## src/design/lppd_pkg.sv

```systemverilog
// Shared types and constants for the length-prefixed packet deframer.
// No dependencies; every other file in the block refers to this package.
package lppd_pkg;

    // Timestamp size in bytes (seconds word then microseconds word)
    localparam int STAMP_BYTES_DEF = 16;

    // Microseconds per second and the widths of the split delay
    localparam logic [31:0] USEC_PER_SEC = 32'd1000000;
    localparam int QUO_BITS = 13;   // 2^32 / 1e6 < 2^13
    localparam int REM_BITS = 20;   // remainder < 1e6 < 2^20

    // Queue between parser and output stage
    localparam int QUEUE_DEPTH = 2;

    // Port widths
    localparam int CFG_DATA_W = 32;
    localparam int S_DATA_W   = 8;
    localparam int M_DATA_W   = 152; // byte, seconds, microseconds, length
    localparam int M_USER_W   = 3;   // start, empty, error

    // Configuration register indexes
    typedef enum logic {
        CFG_RTT_USEC   = 1'b0,
        CFG_ADD_DELAY  = 1'b1
    } t_cfg_index;

    // Parser phase
    typedef enum logic [1:0] {
        PH_LEN_LO  = 2'd0,
        PH_LEN_HI  = 2'd1,
        PH_STAMP   = 2'd2,
        PH_PAYLOAD = 2'd3
    } t_phase;

    // One request passed from the parser to the output stage
    typedef struct packed {
        logic [7:0]  payload;
        logic        first;
        logic        last;
        logic        empty;
        logic        error;
        logic [15:0] plen;
        logic [63:0] sec;
        logic [63:0] usec;
    } t_entry;

    // Delay settings handed to the output stage
    typedef struct packed {
        logic                enable;
        logic [QUO_BITS-1:0] secs;
        logic [REM_BITS-1:0] usecs;
    } t_delay;

endpackage

```

## src/design/length_prefixed_packet_deframer.sv

```systemverilog
// Length-prefixed packet deframer, top level.
// Depends on lppd_pkg, lppd_delay, lppd_front, lppd_fifo and lppd_back.
//
// Usage:
//   Slave stream: one decrypted record byte per request, tlast on the last
//   byte of each record. Master stream: one request per payload byte with
//   the packet timestamp and payload length; tlast marks the packet's last
//   byte, tuser flags packet start, a timestamp-only packet and a length
//   field shorter than the timestamp.
//   Throughput is one byte per cycle while tready is high; a result passes
//   through the request queue and the output register before it is valid
//   on the master side. Bytes that give no result (length, timestamp,
//   skipped bytes) are consumed at the same rate.
//   Writing the delay register starts a split into seconds and
//   microseconds by reciprocal multiplication, quotient then remainder;
//   tready is low until both are set. Writing the enable takes effect at once.
//   A stalled receiver holds the output register; the parser keeps taking
//   bytes until the two-deep request queue fills, then drops tready.
//   Reset (synchronous, active low) returns the parser to waiting for a
//   length low byte, empties queue and output, and clears the delay.
module length_prefixed_packet_deframer #(
    parameter int STAMP_BYTES = lppd_pkg::STAMP_BYTES_DEF
) (
    input  logic                            i_clk,
    input  logic                            i_rst_n,
    // configuration write port
    input  logic                            i_cfg_we,
    input  logic                            i_cfg_index,
    input  logic [lppd_pkg::CFG_DATA_W-1:0] i_cfg_data,
    // slave stream
    input  logic                            i_s_tvalid,
    output logic                            o_s_tready,
    input  logic [lppd_pkg::S_DATA_W-1:0]   i_s_tdata,  // [7:0] record_byte
    input  logic                            i_s_tlast,  // record_end
    // master stream
    output logic                            o_m_tvalid,
    input  logic                            i_m_tready,
    // [7:0] payload_byte, [71:8] stamp_seconds, [135:72] stamp_microseconds,
    // [151:136] packet_length
    output logic [lppd_pkg::M_DATA_W-1:0]   o_m_tdata,
    // [0] packet_start, [1] empty_packet, [2] length_error
    output logic [lppd_pkg::M_USER_W-1:0]   o_m_tuser,
    output logic                            o_m_tlast   // packet_end
);

    logic             w_busy;
    lppd_pkg::t_delay w_delay;
    logic             w_accept;
    logic             w_push;
    lppd_pkg::t_entry w_push_entry;
    logic             w_full;
    logic             w_q_valid;
    lppd_pkg::t_entry w_q_entry;
    logic             w_pop;

    // take a byte only when the queue has room and the delay split is done
    assign o_s_tready = !w_full && !w_busy;
    assign w_accept   = i_s_tvalid && o_s_tready;

    lppd_delay u_delay (
        .i_clk       (i_clk),
        .i_rst_n     (i_rst_n),
        .i_cfg_we    (i_cfg_we),
        .i_cfg_index (i_cfg_index),
        .i_cfg_data  (i_cfg_data),
        .o_busy      (w_busy),
        .o_delay     (w_delay)
    );

    lppd_front #(
        .STAMP_BYTES (STAMP_BYTES)
    ) u_front (
        .i_clk     (i_clk),
        .i_rst_n   (i_rst_n),
        .i_accept  (w_accept),
        .i_byte    (i_s_tdata),
        .i_rec_end (i_s_tlast),
        .o_push    (w_push),
        .o_entry   (w_push_entry)
    );

    lppd_fifo u_fifo (
        .i_clk   (i_clk),
        .i_rst_n (i_rst_n),
        .i_push  (w_push),
        .i_entry (w_push_entry),
        .i_pop   (w_pop),
        .o_full  (w_full),
        .o_valid (w_q_valid),
        .o_entry (w_q_entry)
    );

    lppd_back u_back (
        .i_clk      (i_clk),
        .i_rst_n    (i_rst_n),
        .i_valid    (w_q_valid),
        .i_entry    (w_q_entry),
        .i_delay    (w_delay),
        .o_pop      (w_pop),
        .o_m_tvalid (o_m_tvalid),
        .i_m_tready (i_m_tready),
        .o_m_tdata  (o_m_tdata),
        .o_m_tuser  (o_m_tuser),
        .o_m_tlast  (o_m_tlast)
    );

endmodule

```

## src/design/lppd_delay.sv

```systemverilog
// Configuration registers and the seconds/microseconds split of the delay.
// Depends on lppd_pkg; reciprocal multiplication gives the quotient, registered before the remainder.
module lppd_delay (
    input  logic                             i_clk,
    input  logic                             i_rst_n,
    input  logic                             i_cfg_we,
    input  logic                             i_cfg_index,
    input  logic [lppd_pkg::CFG_DATA_W-1:0]  i_cfg_data,
    output logic                             o_busy,
    output lppd_pkg::t_delay                 o_delay
);

    localparam int          QB    = lppd_pkg::QUO_BITS;
    localparam int          RB    = lppd_pkg::REM_BITS;
    // 1e6 = 64 * 15625; ceil(2^40 / 15625) is exact for 26-bit dividends
    localparam logic [26:0] RECIP = 27'd70368745;

    logic              r_enable,  n_enable;
    logic [31:0]       r_rtt,     n_rtt;
    logic              r_quo_due, n_quo_due;
    logic              r_rem_due, n_rem_due;
    logic [QB-1:0]     r_quo,     n_quo;
    logic [RB-1:0]     r_rem,     n_rem;
    logic [52:0]       w_prod;
    logic [QB-1:0]     w_quo;
    logic [31:0]       w_rem;

    // quotient from the registered delay, remainder from the registered quotient
    assign w_prod = 53'(r_rtt[31:6]) * 53'(RECIP);
    assign w_quo  = w_prod[52:40];
    assign w_rem  = r_rtt - (32'(r_quo) * lppd_pkg::USEC_PER_SEC);

    always_comb begin
        n_enable  = r_enable;
        n_rtt     = r_rtt;
        n_quo_due = 1'b0;
        n_rem_due = r_quo_due;
        n_quo     = r_quo;
        n_rem     = r_rem;
        if (r_quo_due) begin
            n_quo = w_quo;
        end
        if (r_rem_due) begin
            n_rem = w_rem[RB-1:0];
        end
        if (i_cfg_we) begin
            case (lppd_pkg::t_cfg_index'(i_cfg_index))
                lppd_pkg::CFG_RTT_USEC: begin
                    n_rtt     = i_cfg_data;
                    n_quo_due = 1'b1;
                    n_rem_due = 1'b0;
                end
                lppd_pkg::CFG_ADD_DELAY: begin
                    n_enable = i_cfg_data[0];
                end
                default: begin
                    n_enable = r_enable;
                end
            endcase
        end
    end

    always_ff @(posedge i_clk) begin
        if (!i_rst_n) begin
            r_enable  <= 1'b0;
            r_rtt     <= '0;
            r_quo_due <= 1'b0;
            r_rem_due <= 1'b0;
            r_quo     <= '0;
            r_rem     <= '0;
        end else begin
            r_enable  <= n_enable;
            r_rtt     <= n_rtt;
            r_quo_due <= n_quo_due;
            r_rem_due <= n_rem_due;
            r_quo     <= n_quo;
            r_rem     <= n_rem;
        end
    end

    assign o_busy         = r_quo_due || r_rem_due;
    assign o_delay.enable = r_enable;
    assign o_delay.secs   = r_quo;
    assign o_delay.usecs  = r_rem;

endmodule

```

## src/design/lppd_front.sv

```systemverilog
// Parser: walks length, timestamp and payload bytes and builds requests.
// Depends on lppd_pkg; pushes at most one request per accepted byte.
module lppd_front #(
    parameter int STAMP_BYTES = lppd_pkg::STAMP_BYTES_DEF
) (
    input  logic             i_clk,
    input  logic             i_rst_n,
    input  logic             i_accept,
    input  logic [7:0]       i_byte,
    input  logic             i_rec_end,
    output logic             o_push,
    output lppd_pkg::t_entry o_entry
);

    localparam logic [15:0] STAMP_LEN = 16'(STAMP_BYTES);

    lppd_pkg::t_phase r_phase, n_phase;
    logic [7:0]       r_len_low, n_len_low;
    logic [15:0]      r_frame,   n_frame;
    logic [15:0]      r_cnt,     n_cnt;
    logic [63:0]      r_stamp [2];
    logic [63:0]      n_stamp [2];

    logic [15:0] w_new_frame;
    logic [15:0] w_cnt_inc;
    logic        w_short;
    logic        w_new_short;
    logic        w_stamp_done;

    assign w_new_frame  = {i_byte, r_len_low};
    assign w_cnt_inc    = r_cnt + 16'd1;
    assign w_short      = (r_frame < STAMP_LEN);
    assign w_new_short  = (w_new_frame < STAMP_LEN);
    assign w_stamp_done = (w_cnt_inc >= STAMP_LEN);

    // Next phase
    always_comb begin
        n_phase = r_phase;
        if (i_accept) begin
            case (r_phase)
                lppd_pkg::PH_LEN_LO: begin
                    if (!i_rec_end) begin
                        n_phase = lppd_pkg::PH_LEN_HI;
                    end
                end
                lppd_pkg::PH_LEN_HI: begin
                    n_phase = (w_new_frame == '0) ? lppd_pkg::PH_LEN_LO
                                                  : lppd_pkg::PH_STAMP;
                end
                lppd_pkg::PH_STAMP: begin
                    if (w_short) begin
                        if (w_cnt_inc >= r_frame) begin
                            n_phase = lppd_pkg::PH_LEN_LO;
                        end
                    end else if (w_stamp_done) begin
                        n_phase = (r_frame == STAMP_LEN) ? lppd_pkg::PH_LEN_LO
                                                         : lppd_pkg::PH_PAYLOAD;
                    end
                end
                lppd_pkg::PH_PAYLOAD: begin
                    if (w_cnt_inc >= r_frame) begin
                        n_phase = lppd_pkg::PH_LEN_LO;
                    end
                end
                default: begin
                    n_phase = lppd_pkg::PH_LEN_LO;
                end
            endcase
        end
    end

    // Datapath and request
    always_comb begin
        n_len_low  = r_len_low;
        n_frame    = r_frame;
        n_cnt      = r_cnt;
        n_stamp[0] = r_stamp[0];
        n_stamp[1] = r_stamp[1];
        o_push     = 1'b0;
        o_entry    = '0;
        if (i_accept) begin
            case (r_phase)
                lppd_pkg::PH_LEN_LO: begin
                    if (!i_rec_end) begin
                        n_len_low = i_byte;
                    end
                end
                lppd_pkg::PH_LEN_HI: begin
                    n_frame    = w_new_frame;
                    n_cnt      = '0;
                    n_stamp[0] = '0;
                    n_stamp[1] = '0;
                    if (w_new_short) begin
                        o_push        = 1'b1;
                        o_entry.error = 1'b1;
                    end
                end
                lppd_pkg::PH_STAMP: begin
                    n_cnt = w_cnt_inc;
                    if (!w_short) begin
                        n_stamp[r_cnt[3]][{r_cnt[2:0], 3'b000} +: 8] = i_byte;
                        if (w_stamp_done && (r_frame == STAMP_LEN)) begin
                            // timestamp-only packet
                            o_push        = 1'b1;
                            o_entry.first = 1'b1;
                            o_entry.last  = 1'b1;
                            o_entry.empty = 1'b1;
                            o_entry.sec   = n_stamp[0];
                            o_entry.usec  = n_stamp[1];
                        end
                    end
                end
                lppd_pkg::PH_PAYLOAD: begin
                    n_cnt           = w_cnt_inc;
                    o_push          = 1'b1;
                    o_entry.payload = i_byte;
                    o_entry.first   = (r_cnt == STAMP_LEN);
                    o_entry.last    = (w_cnt_inc >= r_frame);
                    o_entry.plen    = r_frame - STAMP_LEN;
                    o_entry.sec     = r_stamp[0];
                    o_entry.usec    = r_stamp[1];
                end
                default: begin
                    o_push = 1'b0;
                end
            endcase
        end
    end

    always_ff @(posedge i_clk) begin
        if (!i_rst_n) begin
            r_phase    <= lppd_pkg::PH_LEN_LO;
            r_len_low  <= '0;
            r_frame    <= '0;
            r_cnt      <= '0;
            r_stamp[0] <= '0;
            r_stamp[1] <= '0;
        end else begin
            r_phase    <= n_phase;
            r_len_low  <= n_len_low;
            r_frame    <= n_frame;
            r_cnt      <= n_cnt;
            r_stamp[0] <= n_stamp[0];
            r_stamp[1] <= n_stamp[1];
        end
    end

endmodule

```

## src/design/lppd_fifo.sv

```systemverilog
// Short request queue between the parser and the output stage.
// Depends on lppd_pkg for the request type and depth.
module lppd_fifo (
    input  logic             i_clk,
    input  logic             i_rst_n,
    input  logic             i_push,
    input  lppd_pkg::t_entry i_entry,
    input  logic             i_pop,
    output logic             o_full,
    output logic             o_valid,
    output lppd_pkg::t_entry o_entry
);

    localparam int DEPTH = lppd_pkg::QUEUE_DEPTH;
    localparam int PTR_W = (DEPTH > 1) ? $clog2(DEPTH) : 1;
    localparam int CNT_W = $clog2(DEPTH + 1);
    localparam logic [PTR_W-1:0] LAST_PTR = PTR_W'(DEPTH - 1);

    lppd_pkg::t_entry r_mem [DEPTH];
    logic [PTR_W-1:0] r_wr, n_wr;
    logic [PTR_W-1:0] r_rd, n_rd;
    logic [CNT_W-1:0] r_cnt, n_cnt;
    logic             w_push, w_pop;

    assign o_full  = (r_cnt == CNT_W'(DEPTH));
    assign o_valid = (r_cnt != '0);
    assign o_entry = r_mem[r_rd];
    assign w_push  = i_push && !o_full;
    assign w_pop   = i_pop && o_valid;

    always_comb begin
        n_wr  = r_wr;
        n_rd  = r_rd;
        n_cnt = r_cnt;
        if (w_push) begin
            n_wr = (r_wr == LAST_PTR) ? '0 : r_wr + 1'b1;
        end
        if (w_pop) begin
            n_rd = (r_rd == LAST_PTR) ? '0 : r_rd + 1'b1;
        end
        if (w_push && !w_pop) begin
            n_cnt = r_cnt + 1'b1;
        end else if (w_pop && !w_push) begin
            n_cnt = r_cnt - 1'b1;
        end
    end

    always_ff @(posedge i_clk) begin
        if (!i_rst_n) begin
            r_wr  <= '0;
            r_rd  <= '0;
            r_cnt <= '0;
        end else begin
            r_wr  <= n_wr;
            r_rd  <= n_rd;
            r_cnt <= n_cnt;
        end
    end

    always_ff @(posedge i_clk) begin
        if (w_push) begin
            r_mem[r_wr] <= i_entry;
        end
    end

endmodule

```

## src/design/lppd_back.sv

```systemverilog
// Output stage: adds the split delay to the timestamp when enabled (not for error requests) and holds the result.
// Depends on lppd_pkg; a single output register decouples the receiver.
module lppd_back (
    input  logic                           i_clk,
    input  logic                           i_rst_n,
    input  logic                           i_valid,
    input  lppd_pkg::t_entry               i_entry,
    input  lppd_pkg::t_delay               i_delay,
    output logic                           o_pop,
    output logic                           o_m_tvalid,
    input  logic                           i_m_tready,
    output logic [lppd_pkg::M_DATA_W-1:0]  o_m_tdata,
    output logic [lppd_pkg::M_USER_W-1:0]  o_m_tuser,
    output logic                           o_m_tlast
);

    logic             r_valid, n_valid;
    lppd_pkg::t_entry r_out;
    lppd_pkg::t_entry w_next;
    logic             w_add;
    logic [63:0]      w_sec_add;
    logic [63:0]      w_usec_add;

    assign o_pop = i_valid && (!r_valid || i_m_tready);
    assign w_add = i_delay.enable && !i_entry.error;

    assign w_sec_add  = w_add ? 64'(i_delay.secs)  : '0;
    assign w_usec_add = w_add ? 64'(i_delay.usecs) : '0;

    always_comb begin
        w_next      = i_entry;
        w_next.sec  = i_entry.sec  + w_sec_add;
        w_next.usec = i_entry.usec + w_usec_add;
    end

    always_comb begin
        n_valid = r_valid;
        if (o_pop) begin
            n_valid = 1'b1;
        end else if (i_m_tready) begin
            n_valid = 1'b0;
        end
    end

    always_ff @(posedge i_clk) begin
        if (!i_rst_n) begin
            r_valid <= 1'b0;
        end else begin
            r_valid <= n_valid;
        end
    end

    always_ff @(posedge i_clk) begin
        if (o_pop) begin
            r_out <= w_next;
        end
    end

    assign o_m_tvalid = r_valid;
    assign o_m_tdata  = {r_out.plen, r_out.usec, r_out.sec, r_out.payload};
    assign o_m_tuser  = {r_out.error, r_out.empty, r_out.first};
    assign o_m_tlast  = r_out.last;

endmodule
```

## config.mk

```make
export PLATFORM = sky130hd
export DESIGN_NAME = length_prefixed_packet_deframer
export DESIGN_NICKNAME = d
export VERILOG_FILES = /design/src/design/lppd_pkg.sv /design/src/design/length_prefixed_packet_deframer.sv /design/src/design/lppd_delay.sv /design/src/design/lppd_front.sv /design/src/design/lppd_fifo.sv /design/src/design/lppd_back.sv
export SDC_FILE = /design/constraint.sdc
export NUM_CORES = 2
export LEC_CHECK = 0
export BUFFER_PORTS_ARGS = -buffer_cell sky130_fd_sc_hd__buf_2
export CORE_ASPECT_RATIO = 1.5
export CORE_MARGIN = 5
export CORE_UTILIZATION = 60
export CTS_BUF_LIST = sky130_fd_sc_hd__clkbuf_4
export DETAILED_ROUTE_END_ITERATION = 8
export PLACE_DENSITY = 0.86
export SYNTH_ARGS = -nofsm -noshare
export SYNTH_HDL_FRONTEND = slang
export SYNTH_SLANG_ARGS = --single-unit
export TNS_END_PERCENT = 30
```

## constraint.sdc

```tcl
create_clock -name i_clk -period 17.7 [get_ports i_clk]
set_clock_uncertainty 0.15 [all_clocks]
set_input_delay 2.655 -clock i_clk [delete_from_list [all_inputs] [get_ports i_clk]]
set_output_delay 2.655 -clock i_clk [all_outputs]
set_load 0.02 [all_outputs]
```

After elaboration in Yosys (flattened, before gate mapping)
Memories as Yosys holds them, arrays and structs flattened. A register that Yosys moved wholly into a read port is not among the register bits.
Index checks and enable logic that the tools add are counted.
W data, S select, Z words.
{ "op_classes": {"mul": 2, "n_bitwise": 5, "muxes": 49, "addsub": 10, "n_eq_ne": 8, "shift": 2, "n_lt_le_gt_ge": 6, "reduce_logical": 32} }
{ "ops": {"columns": ["op", "count"], "rows": [
  ["$mux W128", 4],
  ["$pmux W128 S2", 2],
  ["$mux W64", 3],
  ["$mux W156", 1],
  ["$add A64 B64 Y64", 2],
  ["$bwmux W128", 1],
  ["$demux W64 S1", 1],
  ["$shift A8 B8 Y64 const A", 1],
  ["$shiftx A8 B8 Y64", 1],
  ["$mul A26 B27 Y53 const B", 1],
  ["$eq A16 B5 Y1 const B", 2],
  ["$lt A16 B5 Y1 const B", 2],
  ["$pmux W16 S2", 1],
  ["$mux W20", 1],
  ["$sub A20 B20 Y20", 1],
  ["$mux W1", 19],
  ["$add A16 B1 Y16 const B", 1],
  ["$ge A16 B16 Y1", 1],
  ["$ge A16 B5 Y1 const B", 1],
  ["$logic_not A16 Y1", 1],
  ["$mux W16", 1],
  ["$mux W2", 8],
  ["$sub A16 B5 Y16 const B", 1],
  ["$mul A13 B14 Y14 const B", 1],
  ["other kinds (27)", 56]
]} }
{ "word_totals": {"regBits": 271, "input_bits": 47, "memories": 2, "output_inout_bits": 158, "wordCells": 138, "ramBits": 440} }
{ "mem_list": {"columns": ["memory", "words", "word_bits", "rd", "rd_clocked_by_memory_dff", "wr", "line_no", "source"], "rows": [
  ["u_fifo.r_mem", 2, 156, 1, 1, 1, "lppd_fifo.sv:19", "lppd_pkg::t_entry r_mem [DEPTH];"],
  ["u_front.r_stamp", 2, 64, 2, 0, 2, "lppd_front.sv:21", "logic [63:0] r_stamp [2];"]
]} }

Depth between registers and ports, before layout
{ "depth": {"ltp_word": 12, "mapped_depth": 25, "mapped_depth_nobuf": 25} }

Cells and area by module
A second synthesis with hierarchy kept.
{ "hier_totals": {"cells_unflattened": 4089, "hier_area_um2": 44410.1} }
{ "modules_own_cells": {"columns": ["module", "seq_area_each_um2", "area_each_um2", "cells_each", "n_inst"], "rows": [
  ["lppd_delay", 1361.3, 14775.4, 1582, 1],
  ["lppd_fifo", 9469.1, 11539.8, 510, 1],
  ["lppd_front", 3403.3, 9420.3, 1248, 1],
  ["lppd_back", 4704.5, 8658.3, 747, 1],
  ["length_prefixed_packet_deframer", 0.0, 16.3, 2, 1]
]} }

Worst setup path after synthesis
No wires, ideal clock.
{ "synth_path": {"path_type": "input to register", "from": "in i_s_tdata[3] in the netlist's numbering", "to": "reg u_fifo.r_wr", "n_path_buf": 1, "path_slack_ns": 2.645, "t_required_ns": 17.443, "arrival_time_ns": 14.799, "setup_ns": 0.107, "path_stages": 7, "cell_sequence": "buf_2 nor4_1 nand3_1 a21boi_0 a21oi_1 nor3_1 o21a_1"} }
{ "synth_via": {"elab_chain_cells": 5} }
{ "synth_lines": {"columns": ["element", "line_no", "source"], "rows": [
  ["start: declaration", "length_prefixed_packet_deframer.sv:33", "input logic [lppd_pkg::S_DATA_W-1:0] i_s_tdata,"],
  ["$lt A16 B5 Y1", "lppd_front.sv:33", "assign w_new_short = (w_new_frame < STAMP_LEN);"],
  ["$mux W1", "lppd_front.sv:93", "if (w_new_short) begin"],
  ["$pmux W1 S3", "lppd_front.sv:82", "case (r_phase)"],
  ["$mux W1", "lppd_front.sv:81", "if (i_accept) begin"],
  ["$logic_and A1 B1 Y1", "lppd_fifo.sv:28", "assign w_push = i_push && !o_full;"],
  ["end signal: assignment", "lppd_fifo.sv:54", "r_wr <= n_wr;"],
  ["end: declaration", "lppd_fifo.sv:20", "logic [PTR_W-1:0] r_wr, n_wr;"]
]} }
No other way between the ends.
A chain may end at the register's enable or synchronous reset.

Worst setup path in the final report
{ "layout_path": {"from": "reg u_delay.r_rtt[19]", "to": "reg u_delay.r_quo[11]"} }
{ "layout_via": {"elab_chain_cells": 1} }
{ "layout_lines": {"columns": ["element", "line_no", "source"], "rows": [
  ["start: declaration", "lppd_delay.sv:19", "logic [31:0] r_rtt, n_rtt;"],
  ["start signal: assignment", "lppd_delay.sv:73", "r_rtt <= n_rtt;"],
  ["$mul A26 B27 Y53", "lppd_delay.sv:29", "assign w_prod = 53'(r_rtt[31:6]) * 53'(RECIP);"],
  ["end signal: assignment", "lppd_delay.sv:76", "r_quo <= n_quo;"],
  ["end: declaration", "lppd_delay.sv:22", "logic [QB-1:0] r_quo, n_quo;"]
]} }
No other way between the ends.

==> run metrics <==
status=finished, final reports clean; fraction of layout cells with a size suffix above 1=0.135; Max Fclk=138 MHz; setup bufs post-CTS=0; largest net degree at the start of global routing=136; max_cap viols=0; critical path class=register to register; endpoints failing setup=0; Leak=20.2 nW; clock buffer count from CTS=163; RSZ-0062 raised after global routing=false; DIE AREA=0.0806 sq mm; number of DRC markers in iteration 0=2,938; leading cell type in the layout, fill and taps excluded=inv_1; Syn Std Cell Area=0.0450 sq mm; core area=0.0746 sq mm; root buf cell=clkbuf_4; pre-CTS setup slack=10.53 ns; top_reg_cell synth=edfxtp_1; cell mode on critical path=fa_1; Total GRT Usage=0.302; antenna viol nets, final=0; Setup crit end kind=register; Crit path required time=18.47 ns; syn_nets=4,795; R2R setup slack=10.46 ns; CP startpoint kind=register; Clock Sinks=712; dpl cells=5,215; number of hold buffers added after cts=0; Hold Fails Final Rpt=0; Post-DP Area=0.0468 sq mm; most frequent cells in the layout=inv_1, edfxtp_1, ha_1; Syn Inst Count=4,144; CP max stage delay=0.66 ns; final WL=123 mm; final core occ=0.656; Boundary Pins=205; Die Wd=234 microns; Port Buf Inserts=204; asr flop ratio synth=0; TritonRoute pass-1 iters=6; initial antenna violation count=9; P per Cell Area=114 mW/mm^2; final period demand of the worst path=7.24 ns; #FFs+latches synth=712; WHS=0.321 ns; vias in the first global route=33,321; setup ws final=10.46 ns; clock latency on the worst-skew pair=1.04 ns; setup TNS=0 ns; Residual DRC=0; Slew Limit Fails=0; Initial Util=0.602; CTS Buffer Depth=3; area grow syn2layout=8.94%; final net count=5,031; Power Total=5.56 mW; total gr overflow=0; Seq/Total Area, Yosys=0.421; FP Rows=123; total number of vias=32,821; slowest library cell on the worst path=dfxtp_1; H-tree depth=4; Post-Layout Cell Count=5,513; first-pass GRT wire length=186 mm; DR vias/cell=5.95; Synth Area per Inst=10.9 sq um; worst-case vdd ir drop=0.0706 mV; Cell Chain, Critical Path=fa_1 -> inv_1 -> fa_1 -> inv_1 -> fa_1 -> inv_1 -> fa_1 -> inv_1 -> fa_1 -> fa_1 -> inv_1 -> fa_1 -> inv_1 -> ha_1 -> nand3_1 -> nor2_1 -> a211o_1 -> a211oi_1 -> a21oi_1 -> a221o_1 -> o41ai_1 -> xor2_1 -> o21ai_0; worst min path class=register to register; RD Place Congestion=1.04; Synth cell types=86; quantity of gates resized following cts=0; Post-synth EDFFs=468; worst-margin pin slew=1.18 ns; die height=345 microns; Ys Warns=0; Tcrit/Tclk final=0.409; CTS tree=built; wire length per cell=22.3 microns; crit-path max FO=9; Slew headroom=0.213; Final HPWL DP=94.3 mm; Critical Path AT=8.02 ns; clock-pin slew on the worst setup and hold paths=0.07 ns; Post-Layout Inst Area=0.0490 sq mm
where the power goes:
part           total [mW]  internal [mW]  switching, mW
logic                2.11          0.767           1.35
registers            2.09           2.02         0.0711
clock network        1.36          0.710          0.653
flip-flops by register name (all words and copies together) (netlist names), named ones only:
name               cells
u_back.o_m_tlast       1
u_fifo.r_rd            1
u_back.o_m_tdata     152
u_delay.r_rem         20
u_fifo.r_cnt           2
u_fifo.r_wr            1
u_back.o_m_tvalid      1
u_front.r_len_low      8
u_delay.r_enable       1
u_front.r_cnt         16
u_front.r_frame       16
u_front.r_phase        2
u_front.r_stamp      128
u_delay.r_rem_due      1
u_delay.r_quo         13
u_fifo.r_mem         312
u_delay.r_quo_due      1
u_delay.r_rtt         32
u_back.o_m_tuser       3
cell families after synthesis:
group           after synthesis  share of synthesized area
simple gates               1132                      0.128
compound gates              722                      0.115
flops                       712                      0.421
buf+inv                     633                     0.0548
fa+ha+maj                   604                      0.209
xor+xnor                    196                     0.0382
mux                         145                     0.0341
Yosys cell counts (all sizes together), types with 64 or more instances:
cell | instances | area, sq um
fa | 248 | 4960
mux2 | 64 | 721
clkbuf | 112 | 423
xnor2 | 128 | 1120
nor2b | 227 | 1420
xor2 | 68 | 596
inv | 474 | 1780
nor2 | 261 | 1010
dfxtp | 244 | 4880
a22oi | 217 | 1630
a21oi | 117 | 619
edfxtp | 468 | 14100
nand2 | 274 | 1030
o21ai | 87 | 473
ha | 356 | 4450
mux2i | 81 | 811
and3 | 72 | 450
final cells by class:
| type | count | area (sq um) |
|---|---|---|
| fillers | 5660 | 25700 |
| multi-input cells | 2799 | 23600 |
| flip-flops and latches | 712 | 18900 |
| inverters | 476 | 1790 |
| clock buffers | 232 | 1740 |
| well taps | 1000 | 1250 |
| repair buffers | 228 | 1200 |
| clock inverters | 58 | 440 |
| diodes | 8 | 20.0 |
final timing paths:
| kind | startpoint | end | cells after the start |
|---|---|---|---|
| setup / recovery | u_delay.r_rtt[19] | u_delay.r_quo[11] | 23 |
| hold / removal | u_delay.r_rtt[3] | u_delay.r_rtt[3] | 2 |
| setup reg to reg | u_delay.r_rtt[19] | u_delay.r_quo[11] | 23 |
| hold reg to reg | u_delay.r_rtt[3] | u_delay.r_rtt[3] | 2 |
metal layers:
metal / vias up / wire (microns) / track usage
met5: - / 41 / 0
met4: 6 / 10200 / 0.206
met3: 494 / 7950 / 0.0629
met2: 1518 / 64200 / 0.542
met1: 15730 / 40700 / 0.311
li1: 15073 / - / -
worst max-delay path, delay by kind of cell (launching register included):
| family | cells | cell delay, ns |
|---|---|---|
| AOI/OAI and AO/OA | 6 | 1.49 |
| xor gates and xnor gates | 1 | 0.20 |
| adders and majority gates | 8 | 3.93 |
| buffers and inverters | 6 | 0.40 |
| DFF | 1 | 0.66 |
| and+or+nand+nor | 2 | 0.30 |
Power figures use the tool's default switching activity.
